`src/rtl/cdq_pkg.sv`:
```
`timescale 1ns / 1ps
// ----------------------------------------------------------------------------
// cdq_pkg
// Types, constants and index helpers for the circular double-ended queue.
// ----------------------------------------------------------------------------
package cdq_pkg;

    localparam int DEPTH  = 8;
    localparam int IDX_W  = (DEPTH > 1) ? $clog2(DEPTH) : 1;
    localparam int CNT_W  = $clog2(DEPTH + 1);
    localparam int WORD_W = 32;
    localparam int OCC_W  = 4;

    typedef enum logic [1:0] {
        KIND_PUSH_REAR  = 2'd0,
        KIND_PUSH_FRONT = 2'd1,
        KIND_POP_FRONT  = 2'd2,
        KIND_POP_REAR   = 2'd3
    } kind_t;

    typedef enum logic [1:0] {
        STAT_OK    = 2'd0,
        STAT_FULL  = 2'd1,
        STAT_EMPTY = 2'd2
    } status_t;

    typedef struct packed {
        kind_t                     kind;
        logic signed [WORD_W-1:0]  value;
    } req_word_t;

    typedef struct packed {
        logic signed [WORD_W-1:0]  data;
        status_t                   status;
        logic [OCC_W-1:0]          occupancy;
    } rsp_word_t;

    typedef struct packed {
        logic                      wr_en;
        logic                      rd_en;
        logic [IDX_W-1:0]          addr;
        logic [WORD_W-1:0]         wdata;
    } ram_cmd_t;

    typedef struct packed {
        logic                      use_ram;
        logic signed [WORD_W-1:0]  data;
        status_t                   status;
        logic [OCC_W-1:0]          occupancy;
    } pend_t;

    function automatic logic [IDX_W-1:0] next_idx(input logic [IDX_W-1:0] i);
        return (i == IDX_W'(DEPTH - 1)) ? '0 : i + 1'b1;
    endfunction

    function automatic logic [IDX_W-1:0] prev_idx(input logic [IDX_W-1:0] i);
        return (i == '0) ? IDX_W'(DEPTH - 1) : i - 1'b1;
    endfunction

endpackage

```
`src/rtl/cdq_ram.sv`:
```
`timescale 1ns / 1ps
// ----------------------------------------------------------------------------
// cdq_ram
// Generic single-port synchronous RAM with registered read data.
// ----------------------------------------------------------------------------
module cdq_ram #(
    parameter int  WIDTH = 32,
    parameter int  DEPTH = 8,
    localparam int AW    = (DEPTH > 1) ? $clog2(DEPTH) : 1
) (
    input  logic             clk,
    input  logic             we,
    input  logic             re,
    input  logic [AW-1:0]    addr,
    input  logic [WIDTH-1:0] wdata,
    output logic [WIDTH-1:0] rdata
);

    logic [WIDTH-1:0] mem [DEPTH];
    logic [WIDTH-1:0] rdata_reg;

    always_ff @(posedge clk)
    begin
        if (we)
        begin
            mem[addr] <= wdata;
        end
        if (re)
        begin
            rdata_reg <= mem[addr];
        end
    end

    assign rdata = rdata_reg;

endmodule

```
`src/rtl/cdq_ptr.sv`:
```
`timescale 1ns / 1ps
// ----------------------------------------------------------------------------
// cdq_ptr
// Front/rear indices and entry count; decodes a request into a RAM access
// and the pending response fields.
// ----------------------------------------------------------------------------
module cdq_ptr (
    input  logic               clk,
    input  logic               rst_n,
    input  logic               accept,
    input  cdq_pkg::req_word_t req,
    output cdq_pkg::ram_cmd_t  ram_cmd,
    output cdq_pkg::pend_t     pend
);

    import cdq_pkg::*;

    logic [IDX_W-1:0] front_reg;
    logic [IDX_W-1:0] front_next;
    logic [IDX_W-1:0] rear_reg;
    logic [IDX_W-1:0] rear_next;
    logic [CNT_W-1:0] count_reg;
    logic [CNT_W-1:0] count_next;
    logic             full;
    logic             empty;
    ram_cmd_t         cmd;

    assign full  = (count_reg == CNT_W'(DEPTH));
    assign empty = (count_reg == '0);

    always_comb
    begin
        front_next     = front_reg;
        rear_next      = rear_reg;
        count_next     = count_reg;
        cmd            = '0;
        cmd.wdata      = req.value;
        pend.use_ram   = 1'b0;
        pend.data      = '0;
        pend.status    = STAT_OK;
        unique case (req.kind)
            KIND_PUSH_REAR, KIND_PUSH_FRONT:
            begin
                if (full)
                begin
                    pend.status = STAT_FULL;
                end
                else
                begin
                    cmd.wr_en = 1'b1;
                    if (empty)
                    begin
                        front_next = '0;
                        rear_next  = '0;
                        cmd.addr   = '0;
                    end
                    else if (req.kind == KIND_PUSH_REAR)
                    begin
                        rear_next = next_idx(rear_reg);
                        cmd.addr  = rear_next;
                    end
                    else
                    begin
                        front_next = prev_idx(front_reg);
                        cmd.addr   = front_next;
                    end
                    count_next = count_reg + 1'b1;
                end
            end
            KIND_POP_FRONT, KIND_POP_REAR:
            begin
                if (empty)
                begin
                    pend.status = STAT_EMPTY;
                    pend.data   = '1;
                end
                else
                begin
                    cmd.rd_en    = 1'b1;
                    pend.use_ram = 1'b1;
                    cmd.addr     = (req.kind == KIND_POP_FRONT) ? front_reg : rear_reg;
                    if (count_reg == CNT_W'(1))
                    begin
                        front_next = '0;
                        rear_next  = '0;
                    end
                    else if (req.kind == KIND_POP_FRONT)
                    begin
                        front_next = next_idx(front_reg);
                    end
                    else
                    begin
                        rear_next = prev_idx(rear_reg);
                    end
                    count_next = count_reg - 1'b1;
                end
            end
            default:
            begin
                pend.status = STAT_OK;
            end
        endcase
        pend.occupancy = OCC_W'(count_next);
    end

    always_comb
    begin
        ram_cmd       = cmd;
        ram_cmd.wr_en = cmd.wr_en & accept;
        ram_cmd.rd_en = cmd.rd_en & accept;
    end

    always_ff @(posedge clk or negedge rst_n)
    begin
        if (!rst_n)
        begin
            front_reg <= '0;
            rear_reg  <= '0;
            count_reg <= '0;
        end
        else if (accept)
        begin
            front_reg <= front_next;
            rear_reg  <= rear_next;
            count_reg <= count_next;
        end
    end

endmodule

```
`src/rtl/circular_double_ended_queue.sv`:
```
`timescale 1ns / 1ps
// ----------------------------------------------------------------------------
// circular_double_ended_queue
// Double-ended queue of signed words in a ring RAM; push/pop at either end.
// Response path: RAM read stage, then output register; rsp_valid is driven
//   by the output register.
// Throughput: one request per cycle while req_stall is low; the single-port
//   ring RAM serves at most one read or write per request.
// Reset: indices and count cleared; ring contents undefined until written.
// ----------------------------------------------------------------------------
module circular_double_ended_queue (
    input  logic               clk,
    input  logic               rst_n,
    input  logic               req_valid,
    output logic               req_stall,
    input  cdq_pkg::req_word_t req,
    output logic               rsp_valid,
    input  logic               rsp_stall,
    output cdq_pkg::rsp_word_t rsp
);

    import cdq_pkg::*;

    logic              accept;
    ram_cmd_t          ram_cmd;
    pend_t             pend;
    logic [WORD_W-1:0] rdata;

    logic              s1_valid_reg;
    logic              s1_valid_next;
    pend_t             s1_reg;
    logic              s1_move;
    logic              out_valid_reg;
    logic              out_valid_next;
    rsp_word_t         out_reg;
    rsp_word_t         out_next;

    assign s1_move   = s1_valid_reg && (!out_valid_reg || !rsp_stall);
    assign req_stall = s1_valid_reg && !s1_move;
    assign accept    = req_valid && !req_stall;

    cdq_ptr u_ptr (
        .clk     (clk),
        .rst_n   (rst_n),
        .accept  (accept),
        .req     (req),
        .ram_cmd (ram_cmd),
        .pend    (pend)
    );

    cdq_ram #(
        .WIDTH (WORD_W),
        .DEPTH (DEPTH)
    ) u_ram (
        .clk   (clk),
        .we    (ram_cmd.wr_en),
        .re    (ram_cmd.rd_en),
        .addr  (ram_cmd.addr),
        .wdata (ram_cmd.wdata),
        .rdata (rdata)
    );

    always_comb
    begin
        s1_valid_next      = accept || (s1_valid_reg && !s1_move);
        out_valid_next     = s1_move || (out_valid_reg && rsp_stall);
        out_next.data      = s1_reg.use_ram ? rdata : s1_reg.data;
        out_next.status    = s1_reg.status;
        out_next.occupancy = s1_reg.occupancy;
    end

    always_ff @(posedge clk or negedge rst_n)
    begin
        if (!rst_n)
        begin
            s1_valid_reg  <= 1'b0;
            out_valid_reg <= 1'b0;
        end
        else
        begin
            s1_valid_reg  <= s1_valid_next;
            out_valid_reg <= out_valid_next;
        end
    end

    always_ff @(posedge clk)
    begin
        if (accept)
        begin
            s1_reg <= pend;
        end
        if (s1_move)
        begin
            out_reg <= out_next;
        end
    end

    assign rsp_valid = out_valid_reg;
    assign rsp       = out_reg;

    a_full_occ: assert property (@(posedge clk) disable iff (!rst_n)
        (s1_valid_reg && s1_reg.status == STAT_FULL) |-> (s1_reg.occupancy == OCC_W'(DEPTH)))
        else $error("full status with occupancy below depth");

    a_empty_occ: assert property (@(posedge clk) disable iff (!rst_n)
        (s1_valid_reg && s1_reg.status == STAT_EMPTY) |-> (s1_reg.occupancy == '0))
        else $error("empty status with nonzero occupancy");

    a_ram_only_ok: assert property (@(posedge clk) disable iff (!rst_n)
        (s1_valid_reg && s1_reg.use_ram) |-> (s1_reg.status == STAT_OK))
        else $error("RAM read data selected for a failed request");

    a_move_shows: assert property (@(posedge clk) disable iff (!rst_n)
        s1_move |=> rsp_valid)
        else $error("pending word moved but response not valid");

endmodule
```
`config.mk`:
```
export PLATFORM = sky130hd
export DESIGN_NAME = circular_double_ended_queue
export DESIGN_NICKNAME = d
export VERILOG_FILES = /design/src/rtl/cdq_pkg.sv /design/src/rtl/cdq_ram.sv /design/src/rtl/cdq_ptr.sv /design/src/rtl/circular_double_ended_queue.sv
export SDC_FILE = /design/constraint.sdc
export NUM_CORES = 1
export LEC_CHECK = 0
export BUFFER_PORTS_ARGS = -buffer_cell sky130_fd_sc_hd__buf_2
export CAP_MARGIN = 20
export CORE_UTILIZATION = 60
export CTS_CLUSTER_SIZE = 16
export DETAILED_ROUTE_END_ITERATION = 12
export PLACE_DENSITY = 0.82
export SYNTH_ARGS = -nofsm -noshare
export SYNTH_HDL_FRONTEND = slang
export SYNTH_SLANG_ARGS = --single-unit
```
`constraint.sdc`:
```
create_clock -name clk -period 6.35 [get_ports clk]
set_input_delay 0.635 -clock clk [delete_from_list [all_inputs] [get_ports clk]]
set_output_delay 0.635 -clock clk [all_outputs]
set_load 0.03 [all_outputs]
```
# [After elaboration in Yosys (flattened, before gate mapping)]
# Memory sizes are Yosys's and may differ from the RTL's. A register that Yosys moved wholly into a read port is not among the register bits.
# Index checks and enable logic that the tools add are counted.
[classes] n_addsub=6 reduce_logical=19 n_mul=0 eq_ne=13 shifts=0 mux=37 div=0 n_bitwise=2 order_cmp=0
[op_table] op="3-bit 2-to-1 mux" n=20
[op_table] op="34-bit 2-to-1 mux" n=1
[op_table] op="32-bit 2-to-1 mux" n=1
[op_table] op="3-bit one-hot mux with 2 select lines" n=3
[op_table] op="4-bit 2-to-1 mux" n=3
[op_table] op="5-bit AND reduction" n=2
[op_table] op="4-bit one-hot mux with 2 select lines" n=1
[op_table] op="1-bit 2-to-1 mux" n=7
[op_table] op="3-bit by 1-bit adder with 3-bit output (second input constant)" n=2
[op_table] op="3-bit equality test (second input constant)" n=2
[op_table] op="3-bit zero test" n=2
[op_table] op="3-bit by 1-bit != test with 1-bit output (second input constant)" n=2
[op_table] op="3-bit by 1-bit subtractor with 3-bit output (second input constant)" n=2
[op_table] op="4-bit by 1-bit adder with 4-bit output (second input constant)" n=1
[op_table] op="2-bit equality test (second input constant)" n=2
[op_table] op="4-bit by 1-bit equality test with 1-bit output (second input constant)" n=1
[op_table] op="4-bit equality test (second input constant)" n=1
[op_table] op="1-bit logical AND" n=4
[op_table] op="1-bit zero test" n=4
[op_table] op="4-bit zero test" n=1
[op_table] op="2-bit != test (second input constant)" n=2
[op_table] op="2-bit one-hot mux with 2 select lines" n=1
[op_table] op="2-bit OR reduction" n=2
[op_table] op="4-bit by 1-bit subtractor with 4-bit output (second input constant)" n=1
[op_table] op="other kinds (6)" n=9
[word_totals] mem_count=1 mem_bits_ro=0 word_cells=90 reg_bits=89 input_bits=38 out_inout_bits=40 mem_bits_rw=256 latch_bits=0
[memory_table] name="u_ram.mem" depth=8 word_bits=32 read_ports=1 rd_ports_with_merged_regs=1 wr=1 line_no="cdq_ram.sv:19" source="logic [WIDTH-1:0] mem [DEPTH];"

# [Depth between registers and ports, before layout]
# Gate-level depths: netlist of the first run.
[logic_depth] word_depth=10 depth_mapped=11 depth_no_buf=7

# [Hierarchy]
# A second synthesis of the first run with hierarchy kept.
[hier_totals] hier_cells=756 area_unflattened_um2=15298.4
[modules_own_cells] mod="cdq_ram" area_per_inst_um2=10820.4 seq_area_each_um2=8648.3 cells_each=453 instances=1
[modules_own_cells] mod="circular_double_ended_queue" area_per_inst_um2=2942.8 seq_area_each_um2=2362.3 cells_each=121 instances=1
[modules_own_cells] mod="cdq_ptr" area_per_inst_um2=1535.2 seq_area_each_um2=250.2 cells_each=182 instances=1

# [Worst setup path after synthesis of the first run]
# OpenSTA, ideal clock, no wires.
[synth_timing] path_type="reg-to-reg" start="reg u_ptr.count_reg[0]" end="mem u_ram.mem[4][0], enable pin" path_slack_ns=1.644 setup_time_ns=0.461 required_time_ns=5.889 period_less_slack_ns=4.706 stages_incl_launch_ff=10 n_path_buf=3 arrival_ns=4.245 cell_sequence="dfrtp_1 -> inv_1 -> ha_1 -> buf_2 -> nor2b_1 -> nor3_4 -> clkbuf_1 -> clkbuf_1 -> a21oi_1 -> nor3_1"
[synth_via] elab_chain_cells=6 elab_cells_between_ends=11 classes_between="eq/ne: 1; mux: 8; bitwise: 1; reduce/logical: 1"
[synth_rtl] item="start, declared" line_no="cdq_ptr.sv:22" source="logic [CNT_W-1:0] count_reg;"
[synth_rtl] item="start signal, assigned" line_no="cdq_ptr.sv:125" source="count_reg <= count_next;"
[synth_rtl] item="4-bit equality test" line_no="cdq_ptr.sv:28" source="assign full = (count_reg == CNT_W'(DEPTH));"
[synth_rtl] item="1-bit 2-to-1 mux" line_no="cdq_ptr.sv:44" source="if (full)"
[synth_rtl] item="1-bit 2-to-1 mux" line_no="cdq_ptr.sv:41" source="unique case (req.kind)"
[synth_rtl] item="1-bit AND" line_no="cdq_ptr.sv:109" source="ram_cmd.wr_en = cmd.wr_en & accept;"
[synth_rtl] item="1-bit 2-to-1 mux" line_no="cdq_ram.sv:24" source="if (we)"
[synth_rtl] item="1-bit 2-to-1 mux (implied by the code)" line_no="cdq_ram.sv:26" source="mem[addr] <= wdata;"
[synth_rtl] item="end, declared" line_no="cdq_ram.sv:19"
# Parallel ways exist; a longest one is shown, timed or not.

# [Worst setup path after layout of the first run]
[layout_timing] start="reg u_ptr.count_reg[0]" end="reg u_ram.rdata_reg[28] (netlist: u_ram.rdata[28]) (read register of u_ram.mem), data pin"
[layout_via] elab_chain_cells=4 elab_cells_between_ends=8 classes_between="eq/ne: 1; mux: 5; bitwise: 1; reduce/logical: 1"
[layout_rtl] item="4-bit zero test" line_no="cdq_ptr.sv:29" source="assign empty = (count_reg == '0);"
[layout_rtl] item="3-bit 2-to-1 mux / 4-bit 2-to-1 mux (equally long branches)" line_no="cdq_ptr.sv:51, cdq_ptr.sv:72"
[layout_rtl] item="3-bit 2-to-1 mux / 1-bit 2-to-1 mux (equally long branches)" line_no="cdq_ptr.sv:44, cdq_ptr.sv:41"
[layout_rtl] item="3-bit one-hot mux with 2 select lines / 1-bit AND (equally long branches)" line_no="cdq_ptr.sv:41, cdq_ptr.sv:110"
[layout_rtl] item="end, declared" line_no="cdq_ram.sv:20" source="logic [WIDTH-1:0] rdata_reg;"
# Parallel ways exist; a longest one is shown, timed or not.
# A chain may end at the register's enable or synchronous reset.

==> results of run 1 <==
-- per-stage QoR --
stage / utilization, % / worst slack (ps)
3_3_place_gp: 63.9 / 2420
2_1_floorplan: - / 1640
3_5_place_dp: 64.1 / 2130
4_1_cts: 68.6 / 2120
6_report: 68.8 / 2230
5_1_grt: 68.8 / 2010
-- routing by layer --
layer,share of wire [%],routed length (µm),up-vias
met3,9.5,2830,67
met2,48,14300,440
met4,2.3,695,0
met1,40,12100,4180
met5,0,0,-
li1,-,-,3920
-- Yosys cell counts, drive strengths merged, types with 2 or more instances --
cell type | number | area, µm²
edfxtp | 333 | 10000
a211oi | 164 | 1230
inv | 107 | 402
nand2 | 73 | 274
a2111oi | 65 | 583
clkbuf | 43 | 161
mux2i | 33 | 330
buf | 31 | 170
nor2 | 18 | 67.6
dfrtp | 12 | 300
ha | 11 | 138
a21oi | 10 | 50.1
nor3 | 9 | 61.3
nand2b | 6 | 37.5
o21ai | 6 | 30.0
a21o | 4 | 30.0
mux2 | 4 | 45.0
nor2b | 4 | 25.0
o21a | 4 | 30.0
a21boi | 3 | 22.5
nand3 | 3 | 15.0
nor3b | 3 | 27.5
xnor2 | 3 | 26.3
a31oi | 2 | 18.8
o21bai | 2 | 15.0
o221ai | 2 | 17.5
o22a | 2 | 17.5
-- worst min-delay path by stage --
stage | from | endpoint | slack (ps) | cells past startpoint
2_1_floorplan | rst_n | rsp_valid$_DFF_PN0_ | 340 | 0
3_3_place_gp | out_next[0]$_DFFE_PP_ | rsp[0]$_DFFE_PP_ | 400 | 0
3_5_place_dp | out_next[3]$_DFFE_PP_ | rsp[3]$_DFFE_PP_ | 410 | 0
4_1_cts | rst_n | u_ptr.rear_reg[1]$_DFFE_PN0P_ | 10 | 1
5_1_grt | rst_n | u_ptr.rear_reg[1]$_DFFE_PN0P_ | 30 | 1
6_report | rst_n | u_ptr.rear_reg[1]$_DFFE_PN0P_ | 10 | 1
-- report_power, final --
group	leakage, µW	internal [µW]	switching (µW)
combinational	0.00200	638	1390
sequential	0.00318	2860	147
clock	0.000513	1090	799
-- placed cells by master (no fill, tap or decap), types with 3 or more instances in the layout --
cell / n
buf_4: 17
mux2i_1: 33
inv_1: 107
edfxtp_1: 333
o21ai_0: 5
o21a_1: 4
a211oi_1: 164
nand2b_1: 6
dfrtp_1: 12
a2111oi_0: 58
nor3_2: 6
a2111oi_1: 6
nand3_1: 3
buf_2: 77
ha_1: 11
xnor2_1: 3
nand2_1: 73
clkbuf_1: 4
clkinv_2: 4
clkbuf_16: 35
a21o_1: 3
buf_12: 3
nor2b_1: 4
nor2_1: 15
a21oi_1: 10
clkinv_1: 12
mux2_2: 4
-- cells by family (layout without fill, tap and decap cells) --
kind of cell             count (synthesis)  after routing
other                                    0              1
AND/OR/NAND/NOR                        121            121
adder cells (fa/ha/maj)                 11             11
flip-flops                             345            345
AO/OA/AOI/OAI                          275            275
buffers and inverters                  181            265
multiplexers                            37             37
XOR/XNOR                                 3              3
-- area by class of cell --
cell class                 count  share of cell area (%)
clock inverter                20                   0.980
antenna                        1                  0.0155
inverter                     107                    2.50
tap                          319                    2.48
multi-input combinational    447                    20.8
timing repair buffer          99                    3.72
clock buffer                  39                    5.54
sequential                   345                    64.0
==> metrics.txt, run 1 <==
Critical Path Source=u_ptr.count_reg[0]$_DFFE_PN0P_; Hold Buf Count CTS=0; Largest register FFs=256; GR Util met1=34.0%; Finished Layout Cells=1377; CP peak stage delay=610 ps; share of cells above drive strength 1=between 15 and 20%; routing usage on met2=40.5%; status=finished clean; vias=8607; largest delay contributor family on the critical path=buffers and inverters; global-route wire length before repair=45700 µm; Die Y=~160 µm; clock tree buffer depth=3; Crit Path Max Fanout=50; CP dominant cell by count=buf_4; DR iter-0 viols=735; Setup violations, final=0; Peak VDD IR=between 300 and 400 µV; arrival time at the worst endpoint=between 4000 and 5000 ps; via/cell ratio=6.25; pwr dens=between 400 and 500 nW/µm²; Setup Skew=21.4 ps; largest family of logic cells by synthesized area=compound AO/OA/AOI/OAI gates; vias in the first global route=8185; largest net degree at the start of global routing=between 90 and 100; crit path buf inv count=4; row cnt=56; fmax=0.243 GHz; met3 Resource Use GR=5.04%; Critical Path End=u_ram.rdata[28]$_DFFE_PP_; Max-Cap Viols=0; Post-Synthesis Cells=roughly 970; final hold violations=0; drt drc=0; total negative slack=0 ps; simple-gate share of the synthesized area=3.92%; routed wire length=between 20000 and 30000 µm; critical path start-end classification=register to register; post-placement cell count=1315; register bit total from synthesis=345; Worst path slowest cell=buf_4; root buffer cell=clkbuf_16; Reg2Reg Depth=10; Fill cells=1524; grt ovf=0; Post-Syn Nets=roughly 1000; relative slew slack=28.9%; Initial Util=61.0%; critical path data required time=6610 ps; core footprint=around 23000 µm²; worst-path cell chain=inv_1 > ha_1 > nor2b_1 > nor3_4 > buf_4 > a21o_4 > buf_4 > buf_12 > mux2i_1 > a2111oi_0; cell leakage power=0.00569 µW; area of the mapped netlist=14300 µm²; CTS tree=built; Yosys warnings=0; Register-to-Register Setup Slack=2230 ps; width of the die=156 µm; GRT Total Usage=24.9%; postcts setup bufs=0; I/O Buffers=77; worst skew pair latency=520 ps; Reg-to-Reg End=u_ram.rdata[28]$_DFFE_PP_; reg2reg start=u_ptr.count_reg[0]$_DFFE_PN0P_; wire per inst=21.7 µm; period utilization=between 60% and 70%; Final nets=between 1000 and 1500; final hold slack=14.2 ps; Finished Cell Area=16100 µm²; total I/O pin count=78; crit path capture type=register; mux contribution to synthesized area=2.63%; Worst setup SP type=register; H-tree Lvls=2; # resized after CTS=0; Async SR Flop Fraction=3.48%; antenna violations before repair=1; RSZ-0062 raised after global routing=false; area of the multi-input gates=roughly 3300 µm²; register area share after synthesis=72.2%; HPWL after DPL=around 16000 µm; ys flop type=edfxtp_1; clock sinks=approximately 350; total chip power=6930 µW; worst-margin pin slew=between 1000 and 1500 ps; Crit path depth=10; Compound-Gate Fraction of Synth Area=between 10% and 20%; Yosys cell types=52; Synth Area in XOR/XNOR=0.184%; Final min period=4120 ps; placement-stage cell area=15000 µm²; fin. max-slew vios=0; gpl congestion=0.843; Die Footprint=24400 µm²; clk slew on worst S/H paths=60 ps; DRT antenna net count=0; gr busiest metal=met2; FF+latch area=slightly above 10000 µm²; CTS buffer count=34; TritonRoute pass-1 iters=5; worst hold path class=input pin to async pin; number of flops mapped to enable cells by yosys=between 300 and 400; Synth Area in Adders=less than 1%; Area Growth Syn to Fin=12.7%; Syn Area/Cell=14.7 µm²
Note: power is estimated with default switching activity, not from simulation.
==> run 2, diff against run 1 <==
- ABC_AREA: default -> 1
- CORE_UTILIZATION: 60 -> 55
- PLACE_DENSITY: 0.82 -> 0.79
- clock period: 6.35 -> 3.55 ns (I/O delays scaled with it)
==> metrics.txt, run 2 <==
HPWL after DPL=17600 µm (+7.9%); register bit total from synthesis=345 (unchanged); pwr dens=800 nW/µm² (+86%); global-route wire length before repair=48100 µm (+5.2%); relative slew slack=49.8% (+21 points); Fill cells=1878 (+23%); FF+latch area=10300 µm² (unchanged); total chip power=13100 µW (+90%); Setup Skew=18.0 ps (-3.41 ps); arrival time at the worst endpoint=3210 ps (-1160 ps); Final nets=1422 (+31%); Worst path slowest cell=buf_4; Die Y=164 µm (+5.1%); commonest non-fill, non-tap cell in the layout=nand2_1; status=finished clean; period utilization=80.4% (+16 points); clk slew on worst S/H paths=60 ps (about the same); worst hold path class=input pin to register; critical path start-end classification=register to register; main area contributors after synthesis=edfxtp_1 69%, nand2_1 17%, nand3_1 4.7%, dfrtp_1 2.1%, buf_2 1.3%; I/O Buffers=77 (unchanged); grt ovf=0 (unchanged); antenna violations before repair=1 (unchanged); core footprint=25900 µm² (+11%); most numerous cell in the Yosys netlist=nand2_1; commonest non-fill, non-tap cells in the layout=652 x nand2_1, 333 x edfxtp_1, 137 x nand3_1; DRT antenna net count=0 (unchanged); # diodes=0 (-1); width of the die=164 µm (+5.1%); routed wire length=30500 µm (+1.9%); Final min period=2850 ps (-1260 ps); Yosys warnings=0 (unchanged); CTS tree=built; Worst setup SP type=register; worst skew pair latency=530 ps (about the same); area leader, netlist=edfxtp_1; largest net degree at the start of global routing=105 (+6.1%); area of the mapped netlist=14500 µm² (+1.4%); CTS buffer count=34 (unchanged); H-tree Lvls=2 (unchanged); Async SR Flop Fraction=3.48% (unchanged); TritonRoute pass-1 iters=5 (unchanged); register area share after synthesis=71.1% (-1.0 points); Setup violations, final=0 (unchanged); worst-path cell chain=inv_1 > ha_1 > a21oi_2 > o21a_1 > nand2_1 > o21ai_4 > buf_4 > nand2_1 > nand2_1 > nand2_1 > nand2_1; CP peak stage delay=650 ps (+40 ps); crit path capture type=register; Crit Path Max Fanout=56 (+12%); ys flop type=edfxtp_1; Largest register FFs=256 (unchanged); vias=9522 (+11%); DR iter-0 viols=1249 (+70%); CP dominant cell by count=nand2_1; via/cell ratio=5.49 (-12%); Area Growth Syn to Fin=13.5%; total I/O pin count=78 (unchanged); Die Footprint=27000 µm² (+11%); Peak VDD IR=500 µV (+49%); number of flops mapped to enable cells by yosys=333 (unchanged); share of cells above drive strength 1=12.7% (-3.1 points); drt drc=0 (unchanged); GRT Total Usage=23.4% (-1.5 points); Syn Area/Cell=11.1 µm² (-24%); root buffer cell=clkbuf_16; cell leakage power=0.00681 µW (+20%); wire per inst=17.6 µm (-19%); fmax=0.350 GHz (+44%); Yosys cell types=31 (-40%); total negative slack=0 ps (unchanged); Initial Util=55.9% (-5.1 points); clock sinks=345 (unchanged); final hold violations=0 (unchanged); Max-Cap Viols=0 (unchanged); commonest cells in the netlist=653 x nand2_1, 333 x edfxtp_1, 137 x nand3_1; Post-Synthesis Cells=1304 (+34%); clock tree buffer depth=3 (unchanged); vias in the first global route=9143 (+12%); RSZ-0062 raised after global routing=false; critical path data required time=3900 ps (-2710 ps); Post-Syn Nets=1353 (+32%); area of the multi-input gates=3760 µm² (+13%); gpl congestion=0.904 (+7.2%); worst-margin pin slew=753 ps (-311 ps); Yosys top cell area share=69.1% (-1.0 points); row cnt=59 (+5.4%); fin. max-slew vios=0 (unchanged)
-- run 2: changes by cell type after synthesis, sizes merged, moves of 35 or more --
cell,previous run,this run
clkbuf,43,8
nand3,3,138
a2111oi,65,0
a211oi,164,0
inv,107,22
nand2,73,657
-- run 2: cells by family (layout without fill, tap and decap cells) --
family          Yosys count  after routing  synth area share, %
xor+xnor                  4              4                0.242
simple gates            814            814                 22.5
fa+ha+maj                11             11                0.950
compound gates           37             37                 1.58
buf+inv                  93            187                 3.64
flops                   345            345                 71.1
-- run 2: area by class of cell --
class / instances / share of cell area [%]
clock inverter: 20 / 1.33
multi-input combinational: 866 / 22.9
timing repair buffer: 104 / 4.55
tap: 335 / 2.55
clock buffer: 41 / 5.47
sequential: 345 / 62.7
inverter: 22 / 0.503
-- run 2: timing repair --
item / CTS / global route
gates resized for setup: 0 / 0
endpoints found under the hold margin: 12 / 0
hold buffers: 1 / 0
buffers inserted: 0 / 0
-- run 2: where the power goes --
part	leakage [µW]	switching [µW]	internal (µW)
sequential	0.00320	159	5080
combinational	0.00306	3100	1220
clock	0.000550	1460	2110
-- run 2: worst max-delay path: cells and delay by family (launching register included) --
family	cells	cell delay, ps
AOI/OAI and AO/OA	3	640
adders and majority gates	1	320
buffers and inverters	2	760
DFF	1	430
and+or+nand+nor	5	520
-- run 2: worst paths after layout --
kind / start / end / slack, ps / cells after the start
max: u_ptr.count_reg[0]$_DFFE_PN0P_ / u_ram.rdata[2]$_DFFE_PP_ / 700 / 11
min: req_valid / s1_valid_reg$_DFF_PN0_ / 60 / 2
max reg2reg: u_ptr.count_reg[0]$_DFFE_PN0P_ / u_ram.rdata[2]$_DFFE_PP_ / 700 / 11
min reg2reg: out_next[3]$_DFFE_PP_ / rsp[3]$_DFFE_PP_ / 420 / 0
max in group asynchronous: rst_n / u_ptr.count_reg[1]$_DFFE_PN0P_ / 3050 / 2
min in group asynchronous: rst_n / rsp_valid$_DFF_PN0_ / 270 / 2
-- run 2: metal layers --
metal | track usage (%) | routed length [µm] | part of all wire [%] | vias to the layer above
met4 | 9.60 | 776 | 2.5 | 2
met5 | 0 | 12 | 0.039 | -
met2 | 37.9 | 14600 | 48 | 482
met1 | 31.6 | 12400 | 41 | 4444
met3 | 3.74 | 2590 | 8.5 | 63
li1 | - | - | - | 4531
-- run 2: stage by stage --
stage	setup slack [ps]	utilization (%)	instances	hold slack (ps)	instance area, µm²
5_1_grt	524	63.4	1733	62.1	16400
4_1_cts	731	63.2	1731	43.0	16400
6_report	696	63.4	1733	56.7	16400
3_3_place_gp	827	58.9	1669	261	15300
2_1_floorplan	143	-	1304	59.4	14500
3_5_place_dp	754	58.9	1669	260	15300
